## src/sv/assert_macros.svh

```systemverilog
// Assertion helpers; every user has clk and active-low rst_n in scope.
`ifndef ASSERT_MACROS_SVH
`define ASSERT_MACROS_SVH

// Condition holds on every clock edge out of reset.
`define ASSERT_ALWAYS(label, cond, msg) \
  label: assert property (@(posedge clk) disable iff (!rst_n) (cond)) else $error(msg);

// Same-cycle implication.
`define ASSERT_IMPLY(label, ante, cons, msg) \
  label: assert property (@(posedge clk) disable iff (!rst_n) (ante) |-> (cons)) \
    else $error(msg);

// Next-cycle implication.
`define ASSERT_NEXT(label, ante, cons, msg) \
  label: assert property (@(posedge clk) disable iff (!rst_n) (ante) |=> (cons)) \
    else $error(msg);

`endif

```

## src/sv/tcgp_pkg.sv

```systemverilog
package tcgp_pkg;

  localparam int COL_W   = 5;
  localparam int LINE_W  = 3;
  localparam int X_W     = 7;
  localparam int Y_W     = 6;
  localparam int GLYPH_W = 7;

  // Result command codes
  typedef enum logic [1:0] {
    CMD_DRAW      = 2'd0,
    CMD_PAGE_FULL = 2'd1,
    CMD_CLEAR     = 2'd2,
    CMD_FLUSH     = 2'd3
  } cmd_t;

  // Input opcodes
  localparam logic OP_PLACE = 1'b0;
  localparam logic OP_CLEAR = 1'b1;

  // Character codes
  localparam logic [7:0] CH_BS         = 8'h08;
  localparam logic [7:0] CH_LF         = 8'h0A;
  localparam logic [7:0] CH_CR         = 8'h0D;
  localparam logic [7:0] CH_FIRST_PRNT = 8'h20;
  localparam logic [7:0] CH_LAST_PRNT  = 8'h7E;
  localparam logic [GLYPH_W-1:0] GLYPH_SPACE = 7'h20;

  // Up to three results per request: head (page full or clear), draw, flush
  typedef struct packed {
    logic                head_v;
    cmd_t                head_cmd;
    logic                draw_v;
    logic [X_W-1:0]      x;
    logic [Y_W-1:0]      y;
    logic [GLYPH_W-1:0]  glyph;
    logic                flush_v;
  } bundle_t;

endpackage

```

## src/sv/tcgp_cursor.sv

```systemverilog
module tcgp_cursor #(
  parameter int COLUMNS     = 21,
  parameter int ROWS        = 6,
  parameter int CELL_WIDTH  = 6,
  parameter int CELL_HEIGHT = 10
) (
  input  logic              clk,
  input  logic              rst_n,
  input  logic              cfg_wr_en,
  input  logic              cfg_wr_data,
  input  logic              in_fire,
  input  logic              opcode,
  input  logic [7:0]        char_code,
  input  logic              end_of_string,
  output tcgp_pkg::bundle_t bundle
);
  import tcgp_pkg::*;

  `include "assert_macros.svh"

  localparam logic [COL_W-1:0]  COLS_C = COL_W'(COLUMNS);
  localparam logic [LINE_W:0]   ROWS_C = (LINE_W+1)'(ROWS);
  localparam int                PW     = 10;

  logic              enable_r;
  logic [COL_W-1:0]  col_r, col_nxt, col0, draw_col;
  logic [LINE_W-1:0] line_r, line_nxt, line0, draw_line;
  logic [LINE_W:0]   line_inc;
  logic              wrap, is_cr, is_lf, printable;
  logic [PW-1:0]     x_full, y_full;

  assign line_inc  = {1'b0, line_r} + (LINE_W+1)'(1);
  assign wrap      = (col_r >= COLS_C);
  assign is_cr     = (char_code == CH_CR);
  assign is_lf     = (char_code == CH_LF);
  assign printable = (char_code >= CH_FIRST_PRNT) && (char_code <= CH_LAST_PRNT);

  // Cursor update and result selection for one request
  always_comb begin
    col_nxt   = col_r;
    line_nxt  = line_r;
    col0      = col_r;
    line0     = line_r;
    draw_col  = col_r;
    draw_line = line_r;
    bundle          = '0;
    bundle.head_cmd = CMD_CLEAR;
    bundle.glyph    = GLYPH_SPACE;
    if (enable_r) begin
      if (opcode == OP_CLEAR) begin
        col_nxt       = '0;
        line_nxt      = '0;
        bundle.head_v = 1'b1;
      end else begin
        if (char_code == CH_BS) begin
          // erase previous cell, stepping back over a line break
          if (col_r != '0 || line_r != '0) begin
            if (col_r == '0) begin
              col_nxt  = COLS_C - COL_W'(1);
              line_nxt = line_r - LINE_W'(1);
            end else begin
              col_nxt = col_r - COL_W'(1);
            end
            bundle.draw_v = 1'b1;
            draw_col      = col_nxt;
            draw_line     = line_nxt;
          end
        end else begin
          // wrap or LF moves down; CR or wrap returns home
          if (wrap || is_cr) col0 = '0;
          if (wrap || is_lf) begin
            if (line_inc >= ROWS_C) begin
              bundle.head_v   = 1'b1;
              bundle.head_cmd = CMD_PAGE_FULL;
              line0           = '0;
            end else begin
              line0 = line_inc[LINE_W-1:0];
            end
          end
          col_nxt  = col0;
          line_nxt = line0;
          if (!is_cr && !is_lf && printable) begin
            bundle.draw_v = 1'b1;
            bundle.glyph  = char_code[GLYPH_W-1:0];
            draw_col      = col0;
            draw_line     = line0;
            col_nxt       = col0 + COL_W'(1);
          end
        end
        bundle.flush_v = end_of_string;
      end
    end
    x_full   = PW'(draw_col) * PW'(CELL_WIDTH);
    y_full   = PW'(draw_line) * PW'(CELL_HEIGHT) + PW'(CELL_HEIGHT - 1);
    bundle.x = x_full[X_W-1:0];
    bundle.y = y_full[Y_W-1:0];
  end

  // Cursor and enable registers
  always_ff @(posedge clk) begin
    if (!rst_n) begin
      enable_r <= 1'b1;
      col_r    <= '0;
      line_r   <= '0;
    end else begin
      if (cfg_wr_en) enable_r <= cfg_wr_data;
      if (in_fire) begin
        col_r  <= col_nxt;
        line_r <= line_nxt;
      end
    end
  end

  `ASSERT_ALWAYS(a_col_range, col_r <= COLS_C, "cursor column past limit")
  `ASSERT_ALWAYS(a_line_range, {1'b0, line_r} < ROWS_C, "cursor line past last row")
  `ASSERT_IMPLY(a_draw_glyph, bundle.draw_v,
                bundle.glyph >= 7'h20 && bundle.glyph <= 7'h7E, "unprintable glyph drawn")

endmodule

```

## src/sv/tcgp_out.sv

```systemverilog
module tcgp_out (
  input  logic              clk,
  input  logic              rst_n,
  input  logic              in_fire,
  input  tcgp_pkg::bundle_t bundle,
  output logic              in_ready,
  output logic              out_tvalid,
  input  logic              out_tready,
  output logic [23:0]       out_tdata,
  output logic [1:0]        out_tuser,
  output logic              out_tlast
);
  import tcgp_pkg::*;

  `include "assert_macros.svh"

  bundle_t     bundle_r;
  logic [2:0]  pend_r, pend_nxt, new_pend, sel, rest;
  logic        take;
  cmd_t        cmd;

  // pending slots: bit 0 head, bit 1 draw, bit 2 flush
  assign new_pend   = {bundle.flush_v, bundle.draw_v, bundle.head_v};
  assign sel        = pend_r & (~pend_r + 3'd1);
  assign rest       = pend_r & ~sel;
  assign out_tvalid = (pend_r != 3'b000);
  assign out_tlast  = (rest == 3'b000);
  assign take       = out_tvalid && out_tready;
  assign in_ready   = !out_tvalid || (out_tready && out_tlast);

  // Drive the selected slot
  always_comb begin
    priority if (sel[0]) cmd = bundle_r.head_cmd;
    else if (sel[1])     cmd = CMD_DRAW;
    else                 cmd = CMD_FLUSH;
    out_tuser = cmd;
    if (sel[1]) out_tdata = {4'b0, bundle_r.glyph, bundle_r.y, bundle_r.x};
    else        out_tdata = {4'b0, GLYPH_SPACE, {Y_W{1'b0}}, {X_W{1'b0}}};
  end

  // Load a new bundle or retire the slot just sent
  always_comb begin
    pend_nxt = pend_r;
    if (take) pend_nxt = rest;
    if (in_fire) pend_nxt = new_pend;
  end

  always_ff @(posedge clk) begin
    if (!rst_n) begin
      pend_r <= '0;
    end else begin
      pend_r <= pend_nxt;
    end
  end

  always_ff @(posedge clk) begin
    if (in_fire) bundle_r <= bundle;
  end

  `ASSERT_NEXT(a_load_shows, in_fire && new_pend != 3'b000, out_tvalid,
               "accepted request lost its results")
  `ASSERT_IMPLY(a_no_overrun, in_fire, !out_tvalid || (take && out_tlast),
                "request accepted over pending results")
  `ASSERT_NEXT(a_drain_done, take && out_tlast && !in_fire, !out_tvalid,
               "result repeated after last")

endmodule

```

## src/sv/text_cursor_glyph_placer.sv

```systemverilog
// Channel   Dir  Ports                  Content
// in_       in   tvalid/tready/tdata    character request; tuser opcode, tlast end of string
// out_      out  tvalid/tready/tdata    drawing command; tuser command, tlast last result
// cfg_      in   wr_en/wr_data          print_enable
//
// A request is decoded in the cycle it is accepted; the cursor registers and the
// result register load at that edge, and results leave one per cycle from the next while
// out_tready is high. A request with one result or none is taken every cycle unless the
// output stalls; with more, the next waits while the single output port drains them.
// Reset (synchronous, rst_n low) homes the cursor and sets print_enable.
// A stalled output holds its result and blocks new requests until the last is taken.
module text_cursor_glyph_placer #(
  parameter int COLUMNS     = 21,
  parameter int ROWS        = 6,
  parameter int CELL_WIDTH  = 6,
  parameter int CELL_HEIGHT = 10
) (
  input  logic        clk,
  input  logic        rst_n,
  input  logic        cfg_wr_en,
  input  logic        cfg_wr_data,
  input  logic        in_tvalid,
  output logic        in_tready,
  input  logic [7:0]  in_tdata,   // [7:0] char_code
  input  logic        in_tuser,   // [0] opcode
  input  logic        in_tlast,   // end_of_string
  output logic        out_tvalid,
  input  logic        out_tready,
  output logic [23:0] out_tdata,  // [6:0] pixel_x, [12:7] pixel_y, [19:13] glyph, zero pad
  output logic [1:0]  out_tuser,  // [1:0] command
  output logic        out_tlast   // last_result
);
  import tcgp_pkg::*;

  bundle_t bundle;
  logic    in_fire;

  assign in_fire = in_tvalid && in_tready;

  // cursor state and per-request decode
  tcgp_cursor #(
    .COLUMNS     (COLUMNS),
    .ROWS        (ROWS),
    .CELL_WIDTH  (CELL_WIDTH),
    .CELL_HEIGHT (CELL_HEIGHT)
  ) u_cursor (
    .clk           (clk),
    .rst_n         (rst_n),
    .cfg_wr_en     (cfg_wr_en),
    .cfg_wr_data   (cfg_wr_data),
    .in_fire       (in_fire),
    .opcode        (in_tuser),
    .char_code     (in_tdata),
    .end_of_string (in_tlast),
    .bundle        (bundle)
  );

  // result register and serializer
  tcgp_out u_out (
    .clk        (clk),
    .rst_n      (rst_n),
    .in_fire    (in_fire),
    .bundle     (bundle),
    .in_ready   (in_tready),
    .out_tvalid (out_tvalid),
    .out_tready (out_tready),
    .out_tdata  (out_tdata),
    .out_tuser  (out_tuser),
    .out_tlast  (out_tlast)
  );

endmodule
```

## config.mk

```make
export PLATFORM = sky130hd
export DESIGN_NAME = text_cursor_glyph_placer
export DESIGN_NICKNAME = d
export VERILOG_FILES = /design/src/sv/tcgp_pkg.sv /design/src/sv/tcgp_cursor.sv /design/src/sv/tcgp_out.sv /design/src/sv/text_cursor_glyph_placer.sv
export VERILOG_INCLUDE_DIRS = /design/src /design/src/sv
export SDC_FILE = /design/constraint.sdc
export NUM_CORES = 1
export LEC_CHECK = 0
export ABC_AREA = 1
export BUFFER_PORTS_ARGS = -buffer_cell sky130_fd_sc_hd__buf_2
export CAP_MARGIN = 10
export CORE_ASPECT_RATIO = 1.25
export CORE_MARGIN = 5
export CORE_UTILIZATION = 40
export DETAILED_ROUTE_END_ITERATION = 7
export HOLD_SLACK_MARGIN = 0.1
export PLACE_DENSITY = 0.58
export SYNTH_ARGS = -nofsm -noshare
export SYNTH_HDL_FRONTEND = slang
export SYNTH_HIERARCHICAL = 1
export SYNTH_SLANG_ARGS = --single-unit
```

## constraint.sdc

```tcl
create_clock -name clk -period 8.2 [get_ports clk]
set_input_delay 0.82 -clock clk [delete_from_list [all_inputs] [get_ports clk]]
set_output_delay 0.82 -clock clk [all_outputs]
set_load 0.03 [all_outputs]
```

==> results.ini <==
[floorplanning]
start_util_pct=40.7
chipHeight_um=104
core-area_um2=6890
dieArea_um2=8800
die_w_um=84.9
fp-row-count=34
io_pins=45

[global_route]
grt_pass1_vias=2248
antenna_found_initial=0
grt_max_degree=29
overflow=0
gr-usage-all-layers_pct=14.2
grt_first_pass_wirelength_mm=10.3

[clocking]
clk_pin_slew_ns=0.07
root_buffer=clkbuf_8
cts_tree=yes
cts_inserted_buffers=5
htree_levels=2
cts.sinks=34
cts_hold_buf=0
cts_resized=0
cts.path.max_buffers=2
post_cts_buffers=0
worstSkewPairLatency_ns=0.28

[worst_setup_path]
regToRegStartpoint=u_cursor/line_r[0]
crit_path_frequent_cell=nand2_1
rrSetupSlack_ns=5.16
slowest_delay_ns=0.23
crit_fanout=15
end_kind=flip-flop
crit_slowest_cell=ha_1
endpoint=u_out/bundle_r[13]
cp.required_ns=8.24
criticalPathCategory=in -> reg
timing.rr.end=u_out/bundle_r[13]
critPathArrivalTime_ns=3.10
startpoint_type=input pin
cp_cell_sequence=buf_2 -> inv_1 -> nand2_1 -> nor2_4 -> nand2_2 -> nor2_8 -> inv_2 -> nand3_1 -> nand2_1 -> o21ai_0 -> nand2_1 -> nand2_1 -> ha_1 -> ha_1 -> ha_1 -> xor2_1 -> inv_1 -> nand2_1 -> nand2_1
rr_worst_depth=16
crit_start=in_tdata[4]

[routing]
drt_iter0_drc=153
vias=2426
drc_errors=0
vias_per_cell=4.66
drt_wl_total_mm=6.14
postRouteAntennaNets=0
drtPass1Iterations=4
wire_per_inst_um=11.8

[timing]
slew_headroom_pct=32.3
fin_setup_tns_ns=0
fmax_mhz=327
period_needed_ns=3.06
whs_ns=0.509
finalHoldViolCount=0
grt_setup_unrepaired=false
finalClockSkew_ns=0.00523
slew_viol_final=0
tightest_slew_ns=1.01
setup_viol=0
post-route-period-util_pct=37.3

[yosys]
seq_area_frac_synth_pct=32.1
yosys_register_bits=34
syn_avg_cell_area_um2=7.12
synthFlopType=edfxtp_1
synth.distinct_cells=40
synth-edff-count=22
synth_area_um2=2810
synth-async-reset-ratio_pct=0
synthCells=394
yosys_warnings=6

[cells_and_area]
finalInstanceArea_um2=3120
nFillCells=732
multiInputGateArea_um2=1530
final_util_pct=45.3
regArea_um2=901
antenna_cells=0
final_nets=461
syn2layout_area_growth_pct=11.2
layout-drive-gt1-share_pct=23.0

[power_and_ir_drop]
power_frac_clock_pct=35.4
power_frac_seq_pct=45.4
power-per-cell-area_nw_per_um2=138
power_leakage_nw=1.56
intPower_uw=304
vdd_drop_max_uv=53.3
swShare_pct=29.4
comb_power_share_pct=19.2
p_sw_uw=126

[place]
place.gp.congestion=0.927
place_area_um2=3010
numPortBuffers=40
hpwl_mm=4.89

[run_status]
status=completed

[min_path]
hold_depth=2
hp-class=reg -> reg

[run]
maxCapViolCount=0

per-layer routing:
| layer | part of all wire, % | global-route usage [%] | vias up | routed length [µm] |
|---|---|---|---|---|
| met3 | 3.4 | 1.91 | 12 | 208 |
| met5 | 0 | 0 | - | 0 |
| met2 | 53 | 26.0 | 42 | 3260 |
| li1 | - | - | 1292 | - |
| met4 | 1.6 | 5.20 | 0 | 97 |
| met1 | 42 | 16.3 | 1080 | 2580 |
Yosys cell counts, types with 6 or more instances:
cell       n  area share (%)
nor2_2     9             2.0
nor2_1    48             6.4
nand2_2   13             2.9
ha_1      14             6.2
edfxtp_1  22              24
inv_2      8             1.1
nand2_1   88              12
buf_4      6             1.6
dfxtp_1   12             8.6
o21ai_0   12             2.1
a21oi_1   14             2.5
inv_1     61             8.2
nand3_1   31             5.5
cells in the final DEF, fill, tap and decap left out, drive strengths merged:
cell,n
nor3,5
edfxtp,22
dfxtp,12
o21ai,16
a31oi,1
o22ai,1
a21oi,16
ha,14
conb,6
nor2,63
nand2,105
nand3,35
xnor2,1
a211oi,1
nand3b,3
buf,40
a21boi,1
or2,2
fa,1
inv,70
clkinv,1
nand4,2
bufinv,1
o211ai,2
xor2,3
clkbuf,7
how the worst min path moves through the flow:
stage,endpoint,slack (ns),from
floorplan,u_cursor/col_r[1],0.48,u_cursor/col_r[1]
global placement,u_cursor/col_r[1],0.50,u_cursor/col_r[1]
detailed placement,u_cursor/col_r[1],0.50,u_cursor/col_r[1]
CTS,u_cursor/col_r[1],0.52,u_cursor/col_r[1]
global route,u_cursor/col_r[1],0.56,u_cursor/col_r[1]
finish,u_cursor/col_r[1],0.51,u_cursor/col_r[1]
critical path, delay by kind of cell:
kind / cells / cell delay [ns]
and+or+nand+nor: 10 / 1.01
AOI/OAI and AO/OA: 1 / 0.09
xor gates and xnor gates: 1 / 0.17
adders and majority gates: 3 / 0.58
buffers and inverters: 4 / 0.41
power by group through the flow:
stage | clock, mW | combinational, mW | sequential, mW
2_1_floorplan | 0 | 0.0650 | 0.199
3_3_place_gp | 0 | 0.0827 | 0.199
3_5_place_dp | 0 | 0.0833 | 0.200
4_1_cts | 0.157 | 0.0835 | 0.196
5_1_grt | 0.163 | 0.0915 | 0.196
6_report | 0.152 | 0.0825 | 0.196
logic make-up (layout without fill, tap and decap cells):
logic type	Yosys count	after routing	synth area share [%]
simple gates	215	215	37.2
flops	34	34	32.1
fa+ha+maj	15	15	6.96
compound gates	38	38	8.34
buf+inv	85	119	13.7
xor+xnor	4	4	1.25
other cells	3	6	0.401
layout make-up:
cell class / count / area share (%)
inverter: 71 / 8.62
clock inverter: 1 / 0.962
sequential: 34 / 28.9
tap: 90 / 3.61
multi-input combinational: 278 / 49.1
timing repair buffer: 40 / 6.42
clock buffer: 7 / 2.45
registers in the layout, indices dropped and copies added (netlist names):
| register | cells |
|---|---|
| u_out/bundle_r | 22 |
| u_cursor/col_r | 5 |
| u_cursor/line_r | 3 |
| u_out/pend_r | 3 |
| u_cursor/enable_r | 1 |
through the flow:
step / std cells / power [mW] / setup slack (ns)
floorplan: 397 / 0.264 / 5.34
global placement: 513 / 0.282 / 4.86
detailed placement: 513 / 0.283 / 4.84
CTS: 521 / 0.436 / 5.15
global route: 521 / 0.451 / 4.87
finish: 521 / 0.430 / 5.14
Note: power is estimated with default switching activity, not from simulation.
